**src/rtl/core/pidc_pkg.sv**
```systemverilog
package pidc_pkg;

	localparam int CfgIdxW = 3;
	localparam int DataW   = 32;
	localparam int DtW     = 16;
	localparam int NumW    = 49;
	localparam int SumW    = 50;

	typedef enum logic [CfgIdxW-1:0] {
		REG_GAIN_P     = 3'd0,
		REG_GAIN_I     = 3'd1,
		REG_GAIN_D     = 3'd2,
		REG_DRIVE_LOW  = 3'd3,
		REG_DRIVE_HIGH = 3'd4,
		REG_ACCUM_LOW  = 3'd5,
		REG_ACCUM_HIGH = 3'd6
	} reg_idx_t;

	typedef enum logic [1:0] {
		MUL_ERR_DT = 2'd0,
		MUL_P      = 2'd1,
		MUL_I      = 2'd2,
		MUL_D      = 2'd3
	} mul_sel_t;

	typedef struct packed {
		logic     load_in;
		logic     calc_err;
		logic     mul_en;
		mul_sel_t mul_sel;
		logic     div_start;
		logic     acc_update;
		logic     sum_load;
		logic     sum_add;
		logic     out_load;
	} cmd_t;

	typedef struct packed {
		logic dt_zero;
		logic div_busy;
		logic out_hold;
	} stat_t;

	function automatic logic signed [DataW-1:0] sat32(input logic signed [SumW-1:0] v);
		logic signed [SumW-1:0] vmax;
		logic signed [SumW-1:0] vmin;
		vmax = 50'sd2147483647;
		vmin = -50'sd2147483648;
		if (v > vmax)
			return 32'h7fff_ffff;
		else if (v < vmin)
			return 32'h8000_0000;
		else
			return v[DataW-1:0];
	endfunction

	function automatic logic signed [DataW-1:0] clamp32(input logic signed [DataW-1:0] v,
		input logic signed [DataW-1:0] lo, input logic signed [DataW-1:0] hi);
		logic signed [DataW-1:0] r;
		r = v;
		if (r > hi)
			r = hi;
		if (r < lo)
			r = lo;
		return r;
	endfunction

endpackage

```
**src/rtl/core/pid_controller_clamped_top.sv**
```systemverilog
// Clamped PID controller, signed Q16.16.
// Input channel (in_valid/in_ready) takes one request of target, measured and
// step_time; output channel (out_valid/out_ready) returns one drive value per
// request, in order. Configuration registers are written through cfg_we,
// cfg_index and cfg_data; the user must write them only while no request
// is in flight, which the block does not enforce. Index 7 is ignored.
// A request with step_time zero returns 0 and leaves state as is.
// One request at a time is in flight, paced by the 49-step restoring divider
// for the derivative; the one shared 32x32 multiplier runs in its shadow.
// The next request is accepted while a result still waits in the output
// register; a stalled receiver holds the controller in its final step until
// the waiting result is taken.
// Reset clears gains, limits, integral and last error to zero, empties the
// output register and returns the controller to idle.
module pid_controller_clamped_top (
	input  logic                                clk,
	input  logic                                arst_n,
	input  logic                                cfg_we,
	input  logic [pidc_pkg::CfgIdxW-1:0]        cfg_index,
	input  logic [pidc_pkg::DataW-1:0]          cfg_data,
	input  logic                                in_valid,
	output logic                                in_ready,
	input  logic signed [pidc_pkg::DataW-1:0]   target,
	input  logic signed [pidc_pkg::DataW-1:0]   measured,
	input  logic [pidc_pkg::DtW-1:0]            step_time,
	output logic                                out_valid,
	input  logic                                out_ready,
	output logic signed [pidc_pkg::DataW-1:0]   drive
);
	import pidc_pkg::*;

	cmd_t  cmd;
	stat_t stat;

	pidc_ctrl u_ctrl (
		.clk      (clk),
		.arst_n   (arst_n),
		.in_valid (in_valid),
		.in_ready (in_ready),
		.stat     (stat),
		.cmd      (cmd)
	);

	pidc_dpath u_dpath (
		.clk       (clk),
		.arst_n    (arst_n),
		.cfg_we    (cfg_we),
		.cfg_index (cfg_index),
		.cfg_data  (cfg_data),
		.target    (target),
		.measured  (measured),
		.step_time (step_time),
		.drive     (drive),
		.out_valid (out_valid),
		.out_ready (out_ready),
		.cmd       (cmd),
		.stat      (stat)
	);

	a_one_at_a_time: assert property (@(posedge clk) disable iff (!arst_n)
		in_valid && in_ready |=> !in_ready)
		else $error("request accepted while another is in flight");

	a_no_overwrite: assert property (@(posedge clk) disable iff (!arst_n)
		cmd.out_load |-> !(out_valid && !out_ready))
		else $error("result register overwritten while stalled");

	a_div_valid_dt: assert property (@(posedge clk) disable iff (!arst_n)
		cmd.div_start |-> !stat.dt_zero)
		else $error("divider started with zero step time");

	a_div_done_first: assert property (@(posedge clk) disable iff (!arst_n)
		cmd.mul_en && cmd.mul_sel == MUL_D |-> !stat.div_busy)
		else $error("derivative used before divider finished");

endmodule

```
**src/rtl/core/pidc_div.sv**
```systemverilog
module pidc_div (
	input  logic                              clk,
	input  logic                              arst_n,
	input  logic                              start,
	input  logic [pidc_pkg::NumW-1:0]         num,
	input  logic [pidc_pkg::DtW-1:0]          den,
	input  logic                              neg,
	output logic                              busy,
	output logic signed [pidc_pkg::DataW-1:0] quot
);
	import pidc_pkg::*;

	localparam int CntW = $clog2(NumW + 1);

	logic [CntW-1:0] cnt_q;
	logic [DtW-1:0]  rem_q;
	logic [DtW-1:0]  den_q;
	logic [NumW-1:0] quo_q;
	logic            neg_q;
	logic [DtW:0]    trial;
	logic            fits;

	assign trial = {rem_q, quo_q[NumW-1]};
	assign fits  = trial >= {1'b0, den_q};
	assign busy  = cnt_q != '0;

	always_ff @(posedge clk or negedge arst_n) begin
		if (!arst_n)
			cnt_q <= '0;
		else if (start)
			cnt_q <= CntW'(NumW);
		else if (busy)
			cnt_q <= cnt_q - 1'b1;
	end

	always_ff @(posedge clk) begin
		if (start) begin
			rem_q <= '0;
			quo_q <= num;
			den_q <= den;
			neg_q <= neg;
		end else if (busy) begin
			rem_q <= fits ? DtW'(trial - {1'b0, den_q}) : trial[DtW-1:0];
			quo_q <= {quo_q[NumW-2:0], fits};
		end
	end

	always_comb begin
		if (neg_q) begin
			if ((|quo_q[NumW-1:DataW]) || (quo_q[DataW-1] && (|quo_q[DataW-2:0])))
				quot = 32'h8000_0000;
			else
				quot = -quo_q[DataW-1:0];
		end else begin
			if (|quo_q[NumW-1:DataW-1])
				quot = 32'h7fff_ffff;
			else
				quot = quo_q[DataW-1:0];
		end
	end

endmodule

```
**src/rtl/core/pidc_dpath.sv**
```systemverilog
module pidc_dpath (
	input  logic                                clk,
	input  logic                                arst_n,
	input  logic                                cfg_we,
	input  logic [pidc_pkg::CfgIdxW-1:0]        cfg_index,
	input  logic [pidc_pkg::DataW-1:0]          cfg_data,
	input  logic signed [pidc_pkg::DataW-1:0]   target,
	input  logic signed [pidc_pkg::DataW-1:0]   measured,
	input  logic [pidc_pkg::DtW-1:0]            step_time,
	output logic signed [pidc_pkg::DataW-1:0]   drive,
	output logic                                out_valid,
	input  logic                                out_ready,
	input  pidc_pkg::cmd_t                      cmd,
	output pidc_pkg::stat_t                     stat
);
	import pidc_pkg::*;

	logic signed [DataW-1:0] gain_p_q, gain_i_q, gain_d_q;
	logic signed [DataW-1:0] drive_low_q, drive_high_q, accum_low_q, accum_high_q;
	logic signed [DataW-1:0] target_q, measured_q, err_q;
	logic [DtW-1:0]          dt_q;
	logic signed [DataW-1:0] accum_q, last_error_q;
	logic signed [63:0]      prod_q;
	logic signed [SumW-1:0]  sum_q;
	logic signed [DataW-1:0] drive_q;
	logic                    out_valid_q;

	logic signed [DataW:0]   err_diff;
	logic signed [SumW-1:0]  err_ext;
	logic signed [DataW-1:0] mul_a, mul_b;
	logic signed [SumW-1:0]  term;
	logic signed [SumW-1:0]  acc_sum;
	logic signed [DataW+1:0] d_diff;
	logic [DataW+1:0]        d_mag;
	logic signed [DataW-1:0] deriv;
	logic                    div_busy;
	logic signed [DataW-1:0] fin;

	always_ff @(posedge clk or negedge arst_n) begin
		if (!arst_n) begin
			gain_p_q     <= '0;
			gain_i_q     <= '0;
			gain_d_q     <= '0;
			drive_low_q  <= '0;
			drive_high_q <= '0;
			accum_low_q  <= '0;
			accum_high_q <= '0;
		end else if (cfg_we) begin
			unique case (cfg_index)
				REG_GAIN_P:     gain_p_q     <= cfg_data;
				REG_GAIN_I:     gain_i_q     <= cfg_data;
				REG_GAIN_D:     gain_d_q     <= cfg_data;
				REG_DRIVE_LOW:  drive_low_q  <= cfg_data;
				REG_DRIVE_HIGH: drive_high_q <= cfg_data;
				REG_ACCUM_LOW:  accum_low_q  <= cfg_data;
				REG_ACCUM_HIGH: accum_high_q <= cfg_data;
				default: ;
			endcase
		end
	end

	assign err_diff = {target_q[DataW-1], target_q} - {measured_q[DataW-1], measured_q};
	assign err_ext  = {{(SumW-DataW-1){err_diff[DataW]}}, err_diff};

	always_comb begin
		unique case (cmd.mul_sel)
			MUL_ERR_DT: begin
				mul_a = err_q;
				mul_b = {{(DataW-DtW){1'b0}}, dt_q};
			end
			MUL_P: begin
				mul_a = gain_p_q;
				mul_b = err_q;
			end
			MUL_I: begin
				mul_a = gain_i_q;
				mul_b = accum_q;
			end
			MUL_D: begin
				mul_a = gain_d_q;
				mul_b = deriv;
			end
			default: begin
				mul_a = '0;
				mul_b = '0;
			end
		endcase
	end

	assign term    = {{2{prod_q[63]}}, prod_q[63:16]};
	assign acc_sum = {{(SumW-DataW){accum_q[DataW-1]}}, accum_q} + term;

	assign d_diff = {{2{err_q[DataW-1]}}, err_q} - {{2{last_error_q[DataW-1]}}, last_error_q};
	assign d_mag  = d_diff[DataW+1] ? -d_diff : d_diff;

	pidc_div u_div (
		.clk    (clk),
		.arst_n (arst_n),
		.start  (cmd.div_start),
		.num    ({d_mag[DataW:0], {DtW{1'b0}}}),
		.den    (dt_q),
		.neg    (d_diff[DataW+1]),
		.busy   (div_busy),
		.quot   (deriv)
	);

	always_ff @(posedge clk) begin
		if (cmd.load_in) begin
			target_q   <= target;
			measured_q <= measured;
			dt_q       <= step_time;
		end
		if (cmd.calc_err)
			err_q <= sat32(err_ext);
		if (cmd.mul_en)
			prod_q <= mul_a * mul_b;
		if (cmd.sum_load)
			sum_q <= term;
		else if (cmd.sum_add)
			sum_q <= sum_q + term;
		if (cmd.out_load)
			drive_q <= fin;
	end

	always_ff @(posedge clk or negedge arst_n) begin
		if (!arst_n) begin
			accum_q      <= '0;
			last_error_q <= '0;
		end else if (cmd.acc_update) begin
			accum_q      <= clamp32(sat32(acc_sum), accum_low_q, accum_high_q);
			last_error_q <= err_q;
		end
	end

	assign fin = (dt_q == '0) ? '0 : clamp32(sat32(sum_q), drive_low_q, drive_high_q);

	always_ff @(posedge clk or negedge arst_n) begin
		if (!arst_n)
			out_valid_q <= 1'b0;
		else if (cmd.out_load)
			out_valid_q <= 1'b1;
		else if (out_ready)
			out_valid_q <= 1'b0;
	end

	assign drive     = drive_q;
	assign out_valid = out_valid_q;

	assign stat.dt_zero  = dt_q == '0;
	assign stat.div_busy = div_busy;
	assign stat.out_hold = out_valid_q & ~out_ready;

endmodule

```
**src/rtl/core/pidc_ctrl.sv**
```systemverilog
module pidc_ctrl (
	input  logic            clk,
	input  logic            arst_n,
	input  logic            in_valid,
	output logic            in_ready,
	input  pidc_pkg::stat_t stat,
	output pidc_pkg::cmd_t  cmd
);
	import pidc_pkg::*;

	typedef enum logic [8:0] {
		ST_IDLE     = 9'b000000001,
		ST_CHECK    = 9'b000000010,
		ST_MUL_A    = 9'b000000100,
		ST_ACC      = 9'b000001000,
		ST_MUL_I    = 9'b000010000,
		ST_ADD_I    = 9'b000100000,
		ST_WAIT_DIV = 9'b001000000,
		ST_ADD_D    = 9'b010000000,
		ST_DONE     = 9'b100000000
	} state_t;

	state_t state_q, state_d;

	always_ff @(posedge clk or negedge arst_n) begin
		if (!arst_n)
			state_q <= ST_IDLE;
		else
			state_q <= state_d;
	end

	always_comb begin
		state_d  = state_q;
		cmd      = '0;
		in_ready = 1'b0;
		unique case (state_q)
			ST_IDLE: begin
				in_ready = 1'b1;
				if (in_valid) begin
					cmd.load_in = 1'b1;
					state_d     = ST_CHECK;
				end
			end
			ST_CHECK: begin
				if (stat.dt_zero) begin
					state_d = ST_DONE;
				end else begin
					cmd.calc_err = 1'b1;
					state_d      = ST_MUL_A;
				end
			end
			ST_MUL_A: begin
				cmd.mul_en    = 1'b1;
				cmd.mul_sel   = MUL_ERR_DT;
				cmd.div_start = 1'b1;
				state_d       = ST_ACC;
			end
			ST_ACC: begin
				cmd.acc_update = 1'b1;
				cmd.mul_en     = 1'b1;
				cmd.mul_sel    = MUL_P;
				state_d        = ST_MUL_I;
			end
			ST_MUL_I: begin
				cmd.sum_load = 1'b1;
				cmd.mul_en   = 1'b1;
				cmd.mul_sel  = MUL_I;
				state_d      = ST_ADD_I;
			end
			ST_ADD_I: begin
				cmd.sum_add = 1'b1;
				state_d     = ST_WAIT_DIV;
			end
			ST_WAIT_DIV: begin
				if (!stat.div_busy) begin
					cmd.mul_en  = 1'b1;
					cmd.mul_sel = MUL_D;
					state_d     = ST_ADD_D;
				end
			end
			ST_ADD_D: begin
				cmd.sum_add = 1'b1;
				state_d     = ST_DONE;
			end
			ST_DONE: begin
				if (!stat.out_hold) begin
					cmd.out_load = 1'b1;
					state_d      = ST_IDLE;
				end
			end
			default: state_d = ST_IDLE;
		endcase
	end

endmodule

```
**config.mk**
```make
export PLATFORM = sky130hd
export DESIGN_NAME = pid_controller_clamped_top
export DESIGN_NICKNAME = d
export VERILOG_FILES = /design/src/rtl/core/pidc_pkg.sv /design/src/rtl/core/pid_controller_clamped_top.sv /design/src/rtl/core/pidc_div.sv /design/src/rtl/core/pidc_dpath.sv /design/src/rtl/core/pidc_ctrl.sv
export SDC_FILE = /design/constraint.sdc
export NUM_CORES = 2
export LEC_CHECK = 0
export BUFFER_PORTS_ARGS = -buffer_cell sky130_fd_sc_hd__buf_2
export CAP_MARGIN = 40
export CORE_UTILIZATION = 40
export CTS_CLUSTER_SIZE = 20
export DETAILED_ROUTE_END_ITERATION = 16
export PLACE_DENSITY = 0.68
export SLEW_MARGIN = 5
export SYNTH_ARGS = -nofsm -noshare
export SYNTH_HDL_FRONTEND = slang
export SYNTH_SLANG_ARGS = --single-unit
export TNS_END_PERCENT = 10
```
**constraint.sdc**
```tcl
create_clock -name clk -period 9.4 [get_ports clk]
set_clock_uncertainty 0.1 [all_clocks]
set_input_delay 0.94 -clock clk [delete_from_list [all_inputs] [get_ports clk]]
set_output_delay 0.94 -clock clk [all_outputs]
set_load 0.01 [all_outputs]
```
==> results summary <==
At the later pin of the worst-skew pair, clock insertion delay measures approximately 0.69 ns. Global routing used 28.1% of the available tracks across all layers. The post-synthesis instance area came out at 0.0760 mm². The final layout contains routed wiring with a total length of roughly 270000 µm. The floorplan die width is about 440 µm. The detailed router put a total of about 110000 µm of wire on met1. The effective utilization at floorplan is slightly above 40%. Dividing the final minimum period by the clock period gives 109%.

The pre-CTS setup slack came out at -1.15 ns. The data arrival at the endpoint of the critical path is about 11 ns. The number of pins with negative max-slew slack in the final report is 0.

In the post-route analysis, the smallest setup slack over all paths is -0.835 ns. The number of rows in the core area is about 160. The area after detailed placement came out at 0.0888 mm². In the synthesized netlist the async set-or-reset flop fraction comes to about half. In this run, synthesis inferred ~300 flip-flops with an integrated enable. The number of top-level design ports is between 150 and 200. The congestion estimate from routability-driven global placement came to around 1.0. The flip-flop count of the largest register after layout is 50. The cell with the most instances on the worst path is sky130_fd_sc_hd__fa_1. The most used flip-flop cell after synthesis is sky130_fd_sc_hd__dfrtp_1.

After technology mapping, the gate count stands at around 8.3k. The number of detailed-route iterations in the first pass is 12. The worst hold path belongs to the class input pin to asynchronous set/reset pin. The die is roughly 440 µm tall. The worst-margin pin slew is around 1 ns. In this run the standard cell core region covers around 0.19 mm². The netlist uses between 100 and 150 different library cells. The number of nets in the layout came out at ~11k. The number of global-route vias before repair came out at around 67k. The total buffers and inverters traversed by the critical path came out at 11. The count of antenna-violating nets left after detailed routing came out at 0. The routed wire length on met3 is 21000 µm.

The HPWL reported at the end of detailed placement came out at 223000 µm. The met2 wirelength from detailed routing is approximately 120000 µm. The final reports fail on design-rule violations, negative setup slack. The data required time at the worst endpoint came out at between 9 and 10 ns. TritonCTS built the clock tree. The maximum operating frequency came out at between 90 and 100 MHz. The worst setup path is captured at a flop. The final instance count without filler cells is approximately 12k. The detailed-route wire length per cell came out at 22.5 µm. The stage delay of the slowest cell on the critical path came out at just over 0.7 ns.

The number of vias per cell came out at 5.43. The first global-routing pass estimated roughly 400000 µm of wire. The number of sinks on the clock net is ~630. When the netlist entered floorplanning its net count stood at 9972. The initial antenna violation count came out at 13. The clock period minus final worst setup slack is 10.24 ns. From synthesis to final layout, the design area changed by 22.2%. The number of clock buffers added by TritonCTS is 69. The clock slew seen by the registers of the worst setup and hold paths came out at 0.07 ns. Max-cap violations in this run came to 0.

The kind of cell with the highest combined delay along the critical path is adder cells. The number of violations reported at the end of detailed-routing iteration 0 is about 5.7k. The count of input and output buffers came out at 153. The relative slew slack came out at a little under a third.

The floorplan step defined a die boundary enclosing 0.192 mm². Setup repair after global routing could not meet its margin everywhere. The total number of vias is between 60k and 70k.

The tree is rooted in a sky130_fd_sc_hd__clkbuf_16. STA classifies the critical path startpoint as a flop. The maximum buffer depth of the clock tree came out at 3. The count of placed standard cells including taps is between 10k and 15k.

The register with the most flip-flops in the final layout is u_dpath.sum_q. The pin count of the biggest net entering global routing came out at between 150 and 200. The highest metal layer used by the detailed router is met5.

On the final layout, the worst hold slack is around 0.18 ns. The post-detailed-route DRC marker count is 18. The standard cell with the maximum stage delay on the critical path is sky130_fd_sc_hd__nor4_1. The mean instance size in the synthesized netlist is between 9 and 10 µm².

By startpoint and endpoint, the worst setup path is classified as flop to flop. The total setup violations reported at the end of the flow is 65. Once layout is done, the placed cells without fillers occupy 0.0929 mm². The final global-route overflow total is 0. The peak fanout along the critical path is 12.

The share of layout cells above drive strength 1 came out at around a fifth. The number of levels the H-tree was split into is 3. In this run, synthesis produced a sequential element count of around 630.

The largest registers in the layout are u_dpath.sum_q x50, u_dpath.u_div.quo_q x49, u_dpath.prod_q x48. The final count of hold timing violations is 0. The share of the Yosys chip area taken by registers is 22.4%. The flow ran to the end, but the final reports show violations. The Yosys step of the flow raised 0 warnings.
[layout by cell type (no fill, tap or decap), drive strengths merged, types with 57 or more instances in the layout]
cell type     n
inv        1422
nand2      1384
buf        1376
fa         1086
ha          486
nor2        485
a21oi       376
o21ai       368
dfrtp       303
edfxtp      292
mux2        198
a21o        183
xnor2       161
clkbuf       97
nand3        95
xor2         86
mux2i        83
and2         80
nand4        71
nor3         64
a31oi        57
[what timing repair did]
action,4_1_cts,5_1_grt
cloned,6,0
resized for setup,188,73
setup endpoints to repair,72,76
hold buffers,0,0
setup buffers,47,6
pin swaps,105,50
[Yosys cell counts, types with 9 or more instances]
cell type	number	area (µm²)
sky130_fd_sc_hd__a211o_1	10	87.6
sky130_fd_sc_hd__a211oi_1	29	218
sky130_fd_sc_hd__a21boi_0	18	135
sky130_fd_sc_hd__a21o_1	183	1370
sky130_fd_sc_hd__a21oi_1	374	1870
sky130_fd_sc_hd__a22oi_1	30	225
sky130_fd_sc_hd__a311oi_1	9	78.8
sky130_fd_sc_hd__a31oi_1	55	344
sky130_fd_sc_hd__and2_1	80	500
sky130_fd_sc_hd__and3_1	29	181
sky130_fd_sc_hd__buf_1	19	71.3
sky130_fd_sc_hd__buf_2	18	90.1
sky130_fd_sc_hd__clkbuf_1	299	1120
sky130_fd_sc_hd__dfrtp_1	303	7580
sky130_fd_sc_hd__dfxtp_1	32	641
sky130_fd_sc_hd__edfxtp_1	292	8770
sky130_fd_sc_hd__fa_1	1086	21700
sky130_fd_sc_hd__ha_1	486	6080
sky130_fd_sc_hd__inv_1	1417	5320
sky130_fd_sc_hd__mux2_2	198	2230
sky130_fd_sc_hd__mux2i_1	83	831
sky130_fd_sc_hd__nand2_1	1384	5190
sky130_fd_sc_hd__nand2b_1	47	294
sky130_fd_sc_hd__nand3_1	95	475
sky130_fd_sc_hd__nand4_1	71	444
sky130_fd_sc_hd__nor2_1	484	1820
sky130_fd_sc_hd__nor2b_1	44	275
sky130_fd_sc_hd__nor3_1	62	310
sky130_fd_sc_hd__nor4_1	43	269
sky130_fd_sc_hd__o211ai_1	20	150
sky130_fd_sc_hd__o21a_1	33	248
sky130_fd_sc_hd__o21ai_0	322	1610
sky130_fd_sc_hd__o21ai_1	43	215
sky130_fd_sc_hd__o21bai_1	23	173
sky130_fd_sc_hd__o221a_2	29	327
sky130_fd_sc_hd__o221ai_1	17	149
sky130_fd_sc_hd__o22ai_1	23	144
sky130_fd_sc_hd__o31ai_1	24	180
sky130_fd_sc_hd__or2_2	13	81.3
sky130_fd_sc_hd__or3_1	24	150
sky130_fd_sc_hd__or4_1	9	67.6
sky130_fd_sc_hd__xnor2_1	161	1410
sky130_fd_sc_hd__xor2_1	86	753
[final timing paths]
kind                                          from  slack [ns]  cells after the start                        to
setup / recovery            u_dpath.u_div.cnt_q[0]       -0.84                     40        u_dpath.prod_q[62]
hold / removal                              arst_n        0.18                      1  u_dpath.last_error_q[29]
setup reg to reg            u_dpath.u_div.cnt_q[0]       -0.84                     40        u_dpath.prod_q[62]
hold reg to reg            u_dpath.u_div.rem_q[11]        0.38                      2   u_dpath.u_div.rem_q[11]
max in group asynchronous                   arst_n        7.08                      4  u_dpath.drive_high_q[25]
min in group clk                      step_time[9]        0.32                      1           u_dpath.dt_q[9]
[per-layer routing]
metal | vias up | global-route usage (%)
met3 | 508 | 4.80
met2 | 2503 | 45.4
met5 | - | 0
met1 | 32900 | 37.0
li1 | 29000 | -
met4 | 2 | 12.3
[kinds of logic (layout without fill, tap and decap cells)]
group,Yosys count,after routing,share of synthesized area [%]
DFF,628,628,22.4
buffers and inverters,1763,2926,8.81
AOI/OAI and AO/OA,1347,1347,11.3
xor gates and xnor gates,247,247,2.85
muxes,281,281,4.03
and+or+nand+nor,2440,2440,13.9
adders and majority gates,1574,1574,36.6
other,0,10,0
[metrics by stage]
stage | util, % | setup TNS (ns)
detailed placement | 47.2 | -50.43
global route | 49.3 | -44.17
CTS | 49.1 | -12.94
floorplan | - | -1.39
global placement | 47.1 | -49.01
finish | 49.4 | -21.25
[cell type report]
| cell class | instances | area (µm²) |
|---|---|---|
| clock buffers | 97 | 2000 |
| diodes | 10 | 25.0 |
| flip-flops and latches | 628 | 17000 |
| inverters | 1419 | 5330 |
| clock inverters | 30 | 308 |
| well taps | 2495 | 3120 |
| multi-input cells | 5889 | 53700 |
| fillers | 17500 | 95300 |
| repair buffers | 1380 | 11300 |
Power is not shown: default switching activity piles up to over one toggle a cycle in this logic, so the estimate is an artifact.
